## config.mk

```make
export PLATFORM = sky130hd
export DESIGN_NAME = ir_pulse_distance_decoder_core
export DESIGN_NICKNAME = d
export VERILOG_FILES = /design/src/rtl/ipdd_pkg.sv /design/src/rtl/ipdd_queue.sv /design/src/rtl/ipdd_front.sv /design/src/rtl/ipdd_back.sv /design/src/rtl/ir_pulse_distance_decoder_core.sv
export VERILOG_INCLUDE_DIRS = /design/src /design/src/rtl
export SDC_FILE = /design/constraint.sdc
export NUM_CORES = 1
export LEC_CHECK = 0
export ABC_CLOCK_PERIOD_IN_PS = 7800
export BUFFER_PORTS_ARGS = -buffer_cell sky130_fd_sc_hd__buf_2
export CAP_MARGIN = 10
export CORE_UTILIZATION = 45
export CTS_BUF_LIST = sky130_fd_sc_hd__clkbuf_16
export DETAILED_ROUTE_END_ITERATION = 12
export PLACE_DENSITY = 0.69
export SYNTH_ARGS = -nofsm -noshare
export SYNTH_HDL_FRONTEND = slang
export SYNTH_SLANG_ARGS = --single-unit
```

## constraint.sdc

```tcl
create_clock -name i_clk -period 7.8 [get_ports i_clk]
set_input_delay 0.39 -clock i_clk [delete_from_list [all_inputs] [get_ports i_clk]]
set_output_delay 0.39 -clock i_clk [all_outputs]
set_load 0.005 [all_outputs]
```

## src/rtl/ir_pulse_distance_decoder_core_macros.svh

```systemverilog
// ----------------------------------------------------------------------------
// IR pulse-distance decoder assertion macros
// Concurrent assertion wrappers, empty when synthesised.
// ----------------------------------------------------------------------------
`ifndef IR_PULSE_DISTANCE_DECODER_CORE_MACROS_SVH
`define IR_PULSE_DISTANCE_DECODER_CORE_MACROS_SVH

`ifndef SYNTHESIS

// Property must hold at every clock edge outside reset
`define IPDD_ASSERT(lbl, clk, rst_n, prop, msg) \
    lbl: assert property (@(posedge clk) disable iff (!rst_n) prop) else $error(msg);

// Expression must never be true outside reset
`define IPDD_ASSERT_NEVER(lbl, clk, rst_n, expr, msg) \
    lbl: assert property (@(posedge clk) disable iff (!rst_n) !(expr)) else $error(msg);

`else

`define IPDD_ASSERT(lbl, clk, rst_n, prop, msg)

`define IPDD_ASSERT_NEVER(lbl, clk, rst_n, expr, msg)

`endif

`endif

```

## src/rtl/ipdd_pkg.sv

```systemverilog
`timescale 1ns / 1ps
// ----------------------------------------------------------------------------
// IR pulse-distance decoder package
// Shared widths, register indexes, reset values and the command item type.
// ----------------------------------------------------------------------------
package ipdd_pkg;

    // Port and field widths
    localparam int TIME_W     = 32;
    localparam int GAP_W      = 24;
    localparam int GLITCH_W   = 16;
    localparam int HDR_W      = 5;
    localparam int CURSOR_W   = 6;
    localparam int CODE_W     = 32;
    localparam int CFG_IDX_W  = 4;
    localparam int CFG_DATA_W = 24;

    // Header skip saturates here
    localparam logic [HDR_W-1:0] HDR_MAX = 5'd16;

    // Configuration register indexes
    localparam logic [CFG_IDX_W-1:0] CFG_RESTART_GAP  = 4'd0;
    localparam logic [CFG_IDX_W-1:0] CFG_LEADER_MIN   = 4'd1;
    localparam logic [CFG_IDX_W-1:0] CFG_GLITCH_LIMIT = 4'd2;
    localparam logic [CFG_IDX_W-1:0] CFG_HEADER_BITS  = 4'd3;

    // Configuration reset values
    localparam logic [GAP_W-1:0]    RST_RESTART_GAP  = 24'd20000;
    localparam logic [GAP_W-1:0]    RST_LEADER_MIN   = 24'd12000;
    localparam logic [GLITCH_W-1:0] RST_GLITCH_LIMIT = 16'd1000;
    localparam logic [HDR_W-1:0]    RST_HEADER_BITS  = 5'd0;

    // Divide by 1000 for spans below 2^24: q = (x * ceil(2^34/1000)) >> 34
    localparam int               RECIP_W     = 25;
    localparam logic [RECIP_W-1:0] DIV1000_RECIP = 25'd17179870;
    localparam int               RECIP_SHIFT = 34;
    localparam int               PROD_W      = GAP_W + RECIP_W;
    localparam int               QUOT_W      = PROD_W - RECIP_SHIFT;

    // Command queue
    localparam int QUEUE_DEPTH = 4;
    localparam int QPTR_W      = $clog2(QUEUE_DEPTH);
    localparam int QCNT_W      = $clog2(QUEUE_DEPTH + 1);

    typedef enum logic [1:0] {
        CMD_CLEAR,
        CMD_BIT,
        CMD_EMIT
    } t_cmd_kind;

    typedef struct packed {
        t_cmd_kind        kind;
        logic [GAP_W-1:0] span;   // interval plus carried glitch time
        logic [2:0]       pos;    // bit position within the byte
        logic [2:0]       idx;    // byte number, four and up is discarded
    } t_cmd;

    typedef struct packed {
        logic valid;
        t_cmd cmd;
    } t_cmd_beat;

endpackage

```

## src/rtl/ipdd_queue.sv

```systemverilog
`timescale 1ns / 1ps
`include "ir_pulse_distance_decoder_core_macros.svh"
// ----------------------------------------------------------------------------
// IR pulse-distance decoder command queue
// Small FIFO of commands between the edge classifier and the data back end.
// ----------------------------------------------------------------------------
module ipdd_queue (
    input  logic               i_clk,
    input  logic               i_rst_n,
    input  ipdd_pkg::t_cmd_beat i_push,
    output logic               o_full,
    output ipdd_pkg::t_cmd_beat o_head,
    input  logic               i_pop
);
    import ipdd_pkg::*;

    t_cmd              r_mem [QUEUE_DEPTH];
    logic [QPTR_W-1:0] r_wr_ptr;
    logic [QPTR_W-1:0] r_rd_ptr;
    logic [QCNT_W-1:0] r_count;
    logic [QPTR_W-1:0] n_wr_ptr;
    logic [QPTR_W-1:0] n_rd_ptr;
    logic [QCNT_W-1:0] n_count;
    logic              push;
    logic              pop;

    assign push = i_push.valid;
    assign pop  = i_pop;

    assign o_full       = (r_count == QCNT_W'(QUEUE_DEPTH));
    assign o_head.valid = (r_count != '0);
    assign o_head.cmd   = r_mem[r_rd_ptr];

    always_comb begin
        n_wr_ptr = r_wr_ptr;
        n_rd_ptr = r_rd_ptr;
        n_count  = r_count;
        if (push) begin
            n_wr_ptr = (r_wr_ptr == QPTR_W'(QUEUE_DEPTH - 1)) ? '0 : r_wr_ptr + 1'b1;
        end
        if (pop) begin
            n_rd_ptr = (r_rd_ptr == QPTR_W'(QUEUE_DEPTH - 1)) ? '0 : r_rd_ptr + 1'b1;
        end
        if (push && !pop) begin
            n_count = r_count + 1'b1;
        end else if (pop && !push) begin
            n_count = r_count - 1'b1;
        end
    end

    always_ff @(posedge i_clk) begin
        if (!i_rst_n) begin
            r_wr_ptr <= '0;
            r_rd_ptr <= '0;
            r_count  <= '0;
        end else begin
            r_wr_ptr <= n_wr_ptr;
            r_rd_ptr <= n_rd_ptr;
            r_count  <= n_count;
        end
    end

    always_ff @(posedge i_clk) begin
        if (push) begin
            r_mem[r_wr_ptr] <= i_push.cmd;
        end
    end

    `IPDD_ASSERT_NEVER(a_no_push_full, i_clk, i_rst_n, push && o_full, "push into full queue")
    `IPDD_ASSERT_NEVER(a_no_pop_empty, i_clk, i_rst_n, pop && !o_head.valid, "pop from empty queue")
    `IPDD_ASSERT(a_push_lands, i_clk, i_rst_n, (push && !pop |=> r_count != '0), "push lost")

endmodule

```

## src/rtl/ipdd_front.sv

```systemverilog
`timescale 1ns / 1ps
// ----------------------------------------------------------------------------
// IR pulse-distance decoder front end
// Holds configuration, measures edge intervals and turns accepted edges into
// clear, bit or emit commands for the back end.
// ----------------------------------------------------------------------------
module ipdd_front #(
    parameter int DATA_BITS = 32
) (
    input  logic                            i_clk,
    input  logic                            i_rst_n,
    input  logic                            i_cfg_valid,
    output logic                            o_cfg_ready,
    input  logic [ipdd_pkg::CFG_IDX_W-1:0]  i_cfg_index,
    input  logic [ipdd_pkg::CFG_DATA_W-1:0] i_cfg_data,
    input  logic                            i_in_valid,
    output logic                            o_in_stall,
    input  logic [ipdd_pkg::TIME_W-1:0]     i_edge_time_us,
    output ipdd_pkg::t_cmd_beat             o_push,
    input  logic                            i_queue_full
);
    import ipdd_pkg::*;

    logic [GAP_W-1:0]    r_restart_gap;
    logic [GAP_W-1:0]    r_leader_min;
    logic [GLITCH_W-1:0] r_glitch_limit;
    logic [HDR_W-1:0]    r_header_bits;

    logic [TIME_W-1:0]   r_prev_time;
    logic [GLITCH_W-1:0] r_glitch_carry;
    logic                r_collecting;
    logic [CURSOR_W-1:0] r_bit_cursor;
    logic [TIME_W-1:0]   n_prev_time;
    logic [GLITCH_W-1:0] n_glitch_carry;
    logic                n_collecting;
    logic [CURSOR_W-1:0] n_bit_cursor;

    logic                accept;
    logic [TIME_W-1:0]   interval;
    logic [TIME_W:0]     span;
    logic                restart;
    logic                glitch;
    logic [HDR_W-1:0]    hdr;
    logic [CURSOR_W-1:0] last_cursor;
    logic [CURSOR_W-1:0] data_idx;

    assign o_cfg_ready = 1'b1;
    assign o_in_stall  = i_queue_full;
    assign accept      = i_in_valid && !i_queue_full;

    assign interval    = i_edge_time_us - r_prev_time;
    assign span        = {1'b0, interval} + (TIME_W + 1)'(r_glitch_carry);
    assign restart     = (span >= (TIME_W + 1)'(r_restart_gap));
    assign glitch      = (span < (TIME_W + 1)'(r_glitch_limit));
    assign hdr         = (r_header_bits > HDR_MAX) ? HDR_MAX : r_header_bits;
    assign last_cursor = CURSOR_W'(DATA_BITS) + CURSOR_W'(hdr);
    assign data_idx    = r_bit_cursor - CURSOR_W'(hdr);

    always_comb begin
        n_prev_time    = r_prev_time;
        n_glitch_carry = r_glitch_carry;
        n_collecting   = r_collecting;
        n_bit_cursor   = r_bit_cursor;
        o_push.valid    = 1'b0;
        o_push.cmd.kind = CMD_BIT;
        o_push.cmd.span = span[GAP_W-1:0];
        o_push.cmd.pos  = data_idx[2:0];
        o_push.cmd.idx  = data_idx[5:3];
        if (accept) begin
            n_prev_time = i_edge_time_us;
            if (restart) begin
                n_collecting = 1'b0;
            end else if (glitch) begin
                // carry the whole span into the next interval
                n_glitch_carry = span[GLITCH_W-1:0];
            end else begin
                n_glitch_carry = '0;
                if (!r_collecting) begin
                    if (span >= (TIME_W + 1)'(r_leader_min)) begin
                        o_push.valid    = 1'b1;
                        o_push.cmd.kind = CMD_CLEAR;
                        n_collecting    = 1'b1;
                        n_bit_cursor    = '0;
                    end
                end else if (r_bit_cursor > last_cursor) begin
                    o_push.valid    = 1'b1;
                    o_push.cmd.kind = CMD_EMIT;
                end else if (r_bit_cursor < CURSOR_W'(hdr)) begin
                    // skip header edge
                    n_bit_cursor = r_bit_cursor + 1'b1;
                end else begin
                    o_push.valid    = 1'b1;
                    o_push.cmd.kind = CMD_BIT;
                    n_bit_cursor    = r_bit_cursor + 1'b1;
                end
            end
        end
    end

    always_ff @(posedge i_clk) begin
        if (!i_rst_n) begin
            r_prev_time    <= '0;
            r_glitch_carry <= '0;
            r_collecting   <= 1'b0;
            r_bit_cursor   <= '0;
        end else begin
            r_prev_time    <= n_prev_time;
            r_glitch_carry <= n_glitch_carry;
            r_collecting   <= n_collecting;
            r_bit_cursor   <= n_bit_cursor;
        end
    end

    always_ff @(posedge i_clk) begin
        if (!i_rst_n) begin
            r_restart_gap  <= RST_RESTART_GAP;
            r_leader_min   <= RST_LEADER_MIN;
            r_glitch_limit <= RST_GLITCH_LIMIT;
            r_header_bits  <= RST_HEADER_BITS;
        end else if (i_cfg_valid) begin
            case (i_cfg_index)
                CFG_RESTART_GAP:  r_restart_gap  <= i_cfg_data[GAP_W-1:0];
                CFG_LEADER_MIN:   r_leader_min   <= i_cfg_data[GAP_W-1:0];
                CFG_GLITCH_LIMIT: r_glitch_limit <= i_cfg_data[GLITCH_W-1:0];
                CFG_HEADER_BITS:  r_header_bits  <= i_cfg_data[HDR_W-1:0];
                default: begin
                end
            endcase
        end
    end

endmodule

```

## src/rtl/ipdd_back.sv

```systemverilog
`timescale 1ns / 1ps
`include "ir_pulse_distance_decoder_core_macros.svh"
// ----------------------------------------------------------------------------
// IR pulse-distance decoder back end
// Divides bit spans by 1000, packs bits into the code bytes and registers
// emitted codes on the output channel.
// ----------------------------------------------------------------------------
module ipdd_back (
    input  logic                        i_clk,
    input  logic                        i_rst_n,
    input  ipdd_pkg::t_cmd_beat         i_head,
    output logic                        o_pop,
    output logic                        o_out_valid,
    input  logic                        i_out_stall,
    output logic [ipdd_pkg::CODE_W-1:0] o_ir_code
);
    import ipdd_pkg::*;

    logic              r_a_valid;
    t_cmd              r_a_cmd;
    logic [PROD_W-1:0] r_prod;
    logic [7:0]        r_accum;
    logic [CODE_W-1:0] r_code;
    logic              r_out_valid;
    logic [CODE_W-1:0] r_out_code;

    logic              a_adv;
    logic              a_emit;
    logic [QUOT_W-1:0] quot;
    logic [7:0]        bit_val;
    logic [7:0]        shifted;
    logic [7:0]        accum_or;

    assign a_emit = (r_a_cmd.kind == CMD_EMIT);
    // an emit waits for the output register, everything else retires at once
    assign a_adv  = r_a_valid && (!a_emit || !r_out_valid || !i_out_stall);
    assign o_pop  = i_head.valid && (!r_a_valid || a_adv);

    assign quot     = r_prod[PROD_W-1:RECIP_SHIFT];
    assign bit_val  = quot[7:0] - 8'd1;
    assign shifted  = bit_val << (3'd7 - r_a_cmd.pos);
    assign accum_or = r_accum | shifted;

    assign o_out_valid = r_out_valid;
    assign o_ir_code   = r_out_code;

    always_ff @(posedge i_clk) begin
        if (!i_rst_n) begin
            r_a_valid   <= 1'b0;
            r_out_valid <= 1'b0;
            r_accum     <= '0;
            r_code      <= '0;
        end else begin
            if (o_pop) begin
                r_a_valid <= 1'b1;
            end else if (a_adv) begin
                r_a_valid <= 1'b0;
            end

            if (a_adv && a_emit) begin
                r_out_valid <= 1'b1;
            end else if (!i_out_stall) begin
                r_out_valid <= 1'b0;
            end

            if (a_adv) begin
                case (r_a_cmd.kind)
                    CMD_CLEAR: begin
                        r_accum <= '0;
                        r_code  <= '0;
                    end
                    CMD_BIT: begin
                        if (r_a_cmd.pos == 3'd7) begin
                            r_accum <= '0;
                            // first byte received lands in the top byte
                            case (r_a_cmd.idx)
                                3'd0:    r_code[31:24] <= accum_or;
                                3'd1:    r_code[23:16] <= accum_or;
                                3'd2:    r_code[15:8]  <= accum_or;
                                3'd3:    r_code[7:0]   <= accum_or;
                                default: begin
                                end
                            endcase
                        end else begin
                            r_accum <= accum_or;
                        end
                    end
                    default: begin
                    end
                endcase
            end
        end
    end

    always_ff @(posedge i_clk) begin
        if (o_pop) begin
            r_a_cmd <= i_head.cmd;
            r_prod  <= PROD_W'(i_head.cmd.span) * PROD_W'(DIV1000_RECIP);
        end
        if (a_adv && a_emit) begin
            r_out_code <= r_code;
        end
    end

    `IPDD_ASSERT(a_stage_held, i_clk, i_rst_n, (r_a_valid && !a_adv |=> r_a_valid), "stage dropped")
    `IPDD_ASSERT(a_out_from_emit, i_clk, i_rst_n, ($rose(r_out_valid) |-> $past(a_adv && a_emit)), "result without emit")
    `IPDD_ASSERT(a_clear_done, i_clk, i_rst_n, (a_adv && r_a_cmd.kind == CMD_CLEAR |=> r_accum == '0 && r_code == '0), "clear missed")

endmodule

```

## src/rtl/ir_pulse_distance_decoder_core.sv

```systemverilog
`timescale 1ns / 1ps
// ----------------------------------------------------------------------------
// IR pulse-distance decoder core
// Decodes NEC style remote frames from timestamped falling edges.
// ----------------------------------------------------------------------------
//  channel  | direction | handshake               | payload
//  ---------+-----------+-------------------------+------------------------
//  in       | input     | i_in_valid / o_in_stall | i_edge_time_us
//  out      | output    | o_out_valid/ i_out_stall| o_ir_code
//  cfg      | input     | i_cfg_valid/ o_cfg_ready| i_cfg_index, i_cfg_data
//
//  One edge is taken every cycle while the queue is not full, and the
//  front end classifies it in that cycle. A code passes the queue slot,
//  the back end command register with its divide-by-1000 product, then
//  the output register. A stalled output holds an emit command in the
//  back end and the commands behind it wait; the four-entry queue stalls
//  the input once it fills. Reset is synchronous, active low, and
//  restores the configuration registers to their defaults.
// ----------------------------------------------------------------------------
module ir_pulse_distance_decoder_core #(
    parameter int DATA_BITS = 32
) (
    input  logic                            i_clk,
    input  logic                            i_rst_n,
    input  logic                            i_cfg_valid,
    output logic                            o_cfg_ready,
    input  logic [ipdd_pkg::CFG_IDX_W-1:0]  i_cfg_index,
    input  logic [ipdd_pkg::CFG_DATA_W-1:0] i_cfg_data,
    input  logic                            i_in_valid,
    output logic                            o_in_stall,
    input  logic [ipdd_pkg::TIME_W-1:0]     i_edge_time_us,
    output logic                            o_out_valid,
    input  logic                            i_out_stall,
    output logic [ipdd_pkg::CODE_W-1:0]     o_ir_code
);
    import ipdd_pkg::*;

    t_cmd_beat push;
    t_cmd_beat head;
    logic      queue_full;
    logic      pop;

    ipdd_front #(
        .DATA_BITS (DATA_BITS)
    ) u_front (
        .i_clk          (i_clk),
        .i_rst_n        (i_rst_n),
        .i_cfg_valid    (i_cfg_valid),
        .o_cfg_ready    (o_cfg_ready),
        .i_cfg_index    (i_cfg_index),
        .i_cfg_data     (i_cfg_data),
        .i_in_valid     (i_in_valid),
        .o_in_stall     (o_in_stall),
        .i_edge_time_us (i_edge_time_us),
        .o_push         (push),
        .i_queue_full   (queue_full)
    );

    ipdd_queue u_queue (
        .i_clk   (i_clk),
        .i_rst_n (i_rst_n),
        .i_push  (push),
        .o_full  (queue_full),
        .o_head  (head),
        .i_pop   (pop)
    );

    ipdd_back u_back (
        .i_clk       (i_clk),
        .i_rst_n     (i_rst_n),
        .i_head      (head),
        .o_pop       (pop),
        .o_out_valid (o_out_valid),
        .i_out_stall (i_out_stall),
        .o_ir_code   (o_ir_code)
    );

endmodule
```

Yosys cells after proc, flatten, opt, wreduce, memory -nomap -nowiden. Memories as Yosys holds them, arrays and structs flattened. A register that Yosys moved wholly into a read port is not among the register bits. Cells that the tools add are included.

Flip-flop bits (word level): 254. Memory bits (writable): 128. Word-level logic and storage cells: 138. Memories kept: 1.

Add/subtract/negate cells: 11. Multipliers: 1. Order comparisons: 6. Equality and inequality tests: 20. Shifts and indexed selects: 1. Multiplexer cells: 36. Bitwise logic cells: 3. Reduce and logical (&&, ||, !) cells: 36.

Memories: u_queue.r_mem (depth 4, bits a word 32, read ports 1, clocked after Yosys merged registers in 1, write ports 1, RTL line ipdd_queue.sv:17) `t_cmd r_mem [QUEUE_DEPTH];`.

Operators with widths (count): 33-bit by 24-bit greater-or-equal comparator with 1-bit output (2); 32-bit case mux with 2 select lines (1); 24-bit by 24-bit multiplier with 41-bit output, second input constant (1); 8-bit 2-to-1 mux (5); 32-bit by 16-bit adder with 33-bit output (1); 33-bit by 16-bit < comparator with 1-bit output (1); 32-bit 2-to-1 mux (1); 32-bit subtractor (1); 3-bit 2-to-1 mux (9); 6-bit 2-to-1 mux (3); 16-bit 2-to-1 mux (1); 8-bit case mux with 2 select lines (1); 4-bit AND reduction (4); 2-bit AND reduction (7); 1-bit 2-to-1 mux (10); 2-bit inequality test, second input constant (5); 4-bit by 2-bit == test with 1-bit output, second input constant (2); 2-bit 2-to-1 mux (4); 8-bit bitwise OR (1); 2-bit nonzero test (4); 8-bit by 3-bit left shift with 8-bit output (1); 8-bit by 1-bit subtractor with 8-bit output, second input constant (1); 1-bit zero test (7); 6-bit by 1-bit adder with 6-bit output, second input constant (1); other kinds (25) (40).

Longest topological paths before layout.
Depth in word-level cells: 13. Gate-level depth with buffers: 33. Gate-level depth less buffers: 33.

By module. A second synthesis with hierarchy kept.

Cells, all modules: 2802. Area total of the unflattened synthesis: 27843.0 um^2.

By module, submodules not included: ipdd_back (times used 1, cells each 1279, area an instance 12537.0 um^2); ipdd_front (times used 1, cells each 1312, area an instance 10188.5 um^2); ipdd_queue (times used 1, cells each 211, area an instance 5117.4 um^2).

Worst setup path before layout. Ideal clock, no wire load.

Kind: reg2reg. Start: register with a tool-made name. End: register u_back.r_prod[41], data pin. Setup time: 260 ps. Data arrival time: 7308 ps. Data required time: 7540 ps. Path slack: 232 ps. Stages on the path, launching flop included: 26. Path through: dfxtp_1 clkbuf_1 buf_1 mux4_2 fa_1 fa_1 ha_1 fa_1 fa_1 inv_1 fa_1 inv_1 fa_1 ha_1 a21o_1 a21o_1 a21o_1 a21o_1 a21o_1 a21oi_1 o32ai_1 o221ai_1 o21ai_0 o22ai_1 o21bai_1 xnor2_1.

RTL lines: end signal: assignment (RTL line ipdd_back.sv:98) `r_prod <= PROD_W'(i_head.cmd.span) * PROD_W'(DIV1000_RECIP);`; end: declaration (RTL line ipdd_back.sv:21) `logic [PROD_W-1:0] r_prod;`.

==> results.yml <==
placed_design:
  detailedPlace.worstSlack_ns: 0.205
  global_placer_s_final_weighted_congestion: 0.880
  io_buffer_count: 98
  placement_cell_area_mm2: 0.0275
  dp.final_hpwl_mm: 44.5
grt:
  antenna_found_initial: 0
  grt_pass1_wl_mm: 96.1
  grt_usage: 0.201
  first_global_vias: 19200
  grt_overflow: 0
  grt_start_max_net_pins: 91
clock_tree:
  cts_setup_buffers: 0
  cts.path.max_buffers: 3
  cts_tree: "yes"
  post_cts_hold_buffer_count: 0
  cts_resized: 0
  cts.root.buffer_cell: "sky130_fd_sc_hd__clkbuf_16"
  ctsHtreeMaxLevel: 2
  cts.sinks: 351
  cts_inserted_buffers: 37
  worst_skew_pair.late_latency_ns: 0.55
  clk_pin_slew_ns: 0.06
routing:
  viasPerCell: 5.35
  finalWirelength_mm: 57.8
  first_pass_iters: 5
  wl_per_cell_um: 16.9
  vias: 18300
  drt_iter0_drc: 1052
  post-route-drc-count: 0
  drt.antenna.violating_nets: 0
logic_synthesis:
  synth_top_area_frac: 0.203
  postSynthRegisterBits: 351
  synth_top_area_cell: "sky130_fd_sc_hd__edfxtp_1"
  synth.distinct_cells: 89
  ys_top_cells_by_count: "sky130_fd_sc_hd__inv_1, sky130_fd_sc_hd__ha_1, sky130_fd_sc_hd__nand2_1"
  yosys_warnings: 0
  synth_enable_flop_cells: 176
  syn_avg_cell_area_um2: 10.3
  syn-num-nets: 3133
  ys.flop_type: "sky130_fd_sc_hd__edfxtp_1"
  synth.most_common_cell: "sky130_fd_sc_hd__inv_1"
  synthesis.area_mm2: 0.0260
  sequential_fraction_of_the_synthesis_area: 0.338
  synth.area.top_cells: "sky130_fd_sc_hd__edfxtp_1, sky130_fd_sc_hd__ha_1, sky130_fd_sc_hd__fa_1"
  share_of_flip_flops_with_an_asynchronous_set_or_reset: 0
  syn-instance-count: 2531
die:
  ios: 100
  total_die_area_mm2: 0.0588
  rows: 87
  die_height_um: 243
  start_util: 0.458
  die_x_um: 243
  core_area_mm2: 0.0568
timing:
  finalHoldViolations: 0
  timing.max_slew.rel_slack: 0.222
  finalClockSkew_ns: 0.0233
  worstMarginPinSlew_ns: 1.17
  final.setup.tns_ns: 0
  worst_slack_ns: 0.395
  setup-violations-final: 0
  min_period_over_period: 0.949
  max_freq_mhz: 135
  timing_max_transition_violations_final: 0
  finalCriticalPeriod_ns: 7.40
  rsz0062_at_grt: "false"
cells_and_area:
  num-nets-final: 3239
  layout-drive-gt1-share: 0.0998
  finalInstanceArea_mm2: 0.0286
  final_util: 0.504
  antenna_cells_inserted: 0
  areaGrowthSynthToFinish_pct: 9.95
setup_path:
  endpoint_kind: "flip-flop"
  timing.critical_path.fanout_max: 11
  required_ns: 8.09
  arrival_ns: 7.70
  worstSetupPathType: "reg -> reg"
  worstSetupStartpointType: "flip-flop"
worst_hold_path:
  timing.hold.worst.class: "in -> reg"
status:
  outcome: "completed"
run:
  maxCapViolations: 0
==> per-stage QoR <==
stage / cells / hold WS, ns
after floorplan: 2531 / 0.402
final: 3422 / 0.0981
after CTS: 3422 / 0.0786
after global routing: 3422 / 0.0887
after detailed placement: 3354 / 0.411
after global placement: 3354 / 0.412
==> routing by layer <==
layer | up-vias | part of all wire | wire, um | GRT usage
met4 | 0 | 0.034 | 1970 | 0.0741
met1 | 8955 | 0.43 | 25000 | 0.245
met3 | 103 | 0.033 | 1890 | 0.0207
met2 | 341 | 0.50 | 29000 | 0.363
li1 | 8904 | - | - | -
met5 | - | 0 | 0 | 0
==> cell type report <==
class / instances / area [um2]
Fill cell: 5086 / 28200
Multi-Input combinational cell: 1725 / 15500
Sequential cell: 351 / 8790
Inverter: 378 / 1420
Clock buffer: 38 / 951
Tap cell: 756 / 946
Timing Repair Buffer: 144 / 836
Clock inverter: 30 / 160
==> placed cells by master (no fill, tap or decap), types with 5 or more instances in the layout <==
cell type	count
sky130_fd_sc_hd__o21ai_1	7
sky130_fd_sc_hd__nor2_1	121
sky130_fd_sc_hd__nand4_1	18
sky130_fd_sc_hd__nor4_1	9
sky130_fd_sc_hd__or2_2	8
sky130_fd_sc_hd__nand2_1	259
sky130_fd_sc_hd__o21bai_1	8
sky130_fd_sc_hd__o2111ai_1	5
sky130_fd_sc_hd__nand3_1	26
sky130_fd_sc_hd__buf_2	98
sky130_fd_sc_hd__inv_1	389
sky130_fd_sc_hd__nand3b_1	18
sky130_fd_sc_hd__a31oi_1	10
sky130_fd_sc_hd__a21boi_0	5
sky130_fd_sc_hd__mux4_2	33
sky130_fd_sc_hd__buf_4	46
sky130_fd_sc_hd__dfxtp_1	174
sky130_fd_sc_hd__xor2_1	21
sky130_fd_sc_hd__nand2b_1	19
sky130_fd_sc_hd__and2_1	9
sky130_fd_sc_hd__o211ai_1	31
sky130_fd_sc_hd__o21ai_0	59
sky130_fd_sc_hd__ha_1	360
sky130_fd_sc_hd__a21o_1	33
sky130_fd_sc_hd__xnor2_1	50
sky130_fd_sc_hd__clkinv_2	7
sky130_fd_sc_hd__fa_1	177
sky130_fd_sc_hd__edfxtp_1	176
sky130_fd_sc_hd__mux2i_1	45
sky130_fd_sc_hd__a211oi_1	10
sky130_fd_sc_hd__a21oi_1	194
sky130_fd_sc_hd__o21a_1	24
sky130_fd_sc_hd__and3_1	23
sky130_fd_sc_hd__o31ai_1	9
sky130_fd_sc_hd__or4_1	7
sky130_fd_sc_hd__nor2b_1	13
sky130_fd_sc_hd__clkbuf_16	38
sky130_fd_sc_hd__nor3_1	22
sky130_fd_sc_hd__or3_1	16
sky130_fd_sc_hd__clkinv_1	7
==> cell families after synthesis <==
family,synth area share
buffers and inverters,0.0667
XOR/XNOR,0.0239
multiplexers,0.0482
other,0.000144
flip-flops,0.338
AO/OA/AOI/OAI,0.107
adder cells (fa/ha/maj),0.309
AND/OR/NAND/NOR,0.107
==> registers in the layout, indices dropped and copies added (netlist names), 2 cells and up, named ones only <==
signal,flops
u_front.r_header_bits,5
u_back.r_prod,8
u_queue.r_wr_ptr,2
u_front.r_glitch_limit,16
u_front.r_prev_time,32
u_front.r_restart_gap,24
u_queue.r_count,3
u_queue.r_rd_ptr,2
u_front.r_glitch_carry,16
u_back.r_accum,8
u_back.o_ir_code,32
u_queue.r_mem,128
u_back.r_code,32
u_front.r_bit_cursor,6
u_front.r_leader_min,24
u_back.r_a_cmd,8
==> worst paths after layout <==
path,to,cells past startpoint,slack [ns],start
min,u_front.r_prev_time[8],3,0.1,i_edge_time_us[8]
max reg2reg,u_back.r_prod[41],25,0.40,flip-flop
min reg2reg,u_back.o_ir_code[28],0,0.43,u_back.r_code[28]
max,u_back.r_prod[41],25,0.40,flip-flop
==> worst max-delay path, stage by stage, from the launching register on <==
cell	delay, ns
sky130_fd_sc_hd__dfxtp_1	0.55
sky130_fd_sc_hd__buf_4	0.28
sky130_fd_sc_hd__mux4_2	0.53
sky130_fd_sc_hd__ha_1	0.38
sky130_fd_sc_hd__fa_1	0.48
sky130_fd_sc_hd__ha_1	0.31
sky130_fd_sc_hd__fa_1	0.42
sky130_fd_sc_hd__fa_1	0.57
sky130_fd_sc_hd__inv_1	0.06
sky130_fd_sc_hd__fa_1	0.48
sky130_fd_sc_hd__inv_1	0.06
sky130_fd_sc_hd__fa_1	0.47
sky130_fd_sc_hd__ha_1	0.32
sky130_fd_sc_hd__a21o_1	0.19
sky130_fd_sc_hd__a21o_1	0.17
sky130_fd_sc_hd__a21o_1	0.17
sky130_fd_sc_hd__a21o_1	0.17
sky130_fd_sc_hd__a21o_1	0.17
sky130_fd_sc_hd__a21oi_1	0.14
sky130_fd_sc_hd__o32ai_1	0.11
sky130_fd_sc_hd__buf_4	0.17
sky130_fd_sc_hd__o221ai_1	0.30
sky130_fd_sc_hd__o21ai_1	0.17
sky130_fd_sc_hd__o22ai_1	0.23
sky130_fd_sc_hd__o21bai_1	0.11
sky130_fd_sc_hd__xnor2_1	0.13
Power is not shown: default switching activity piles up to over one toggle a cycle in this logic, so the estimate is an artifact.
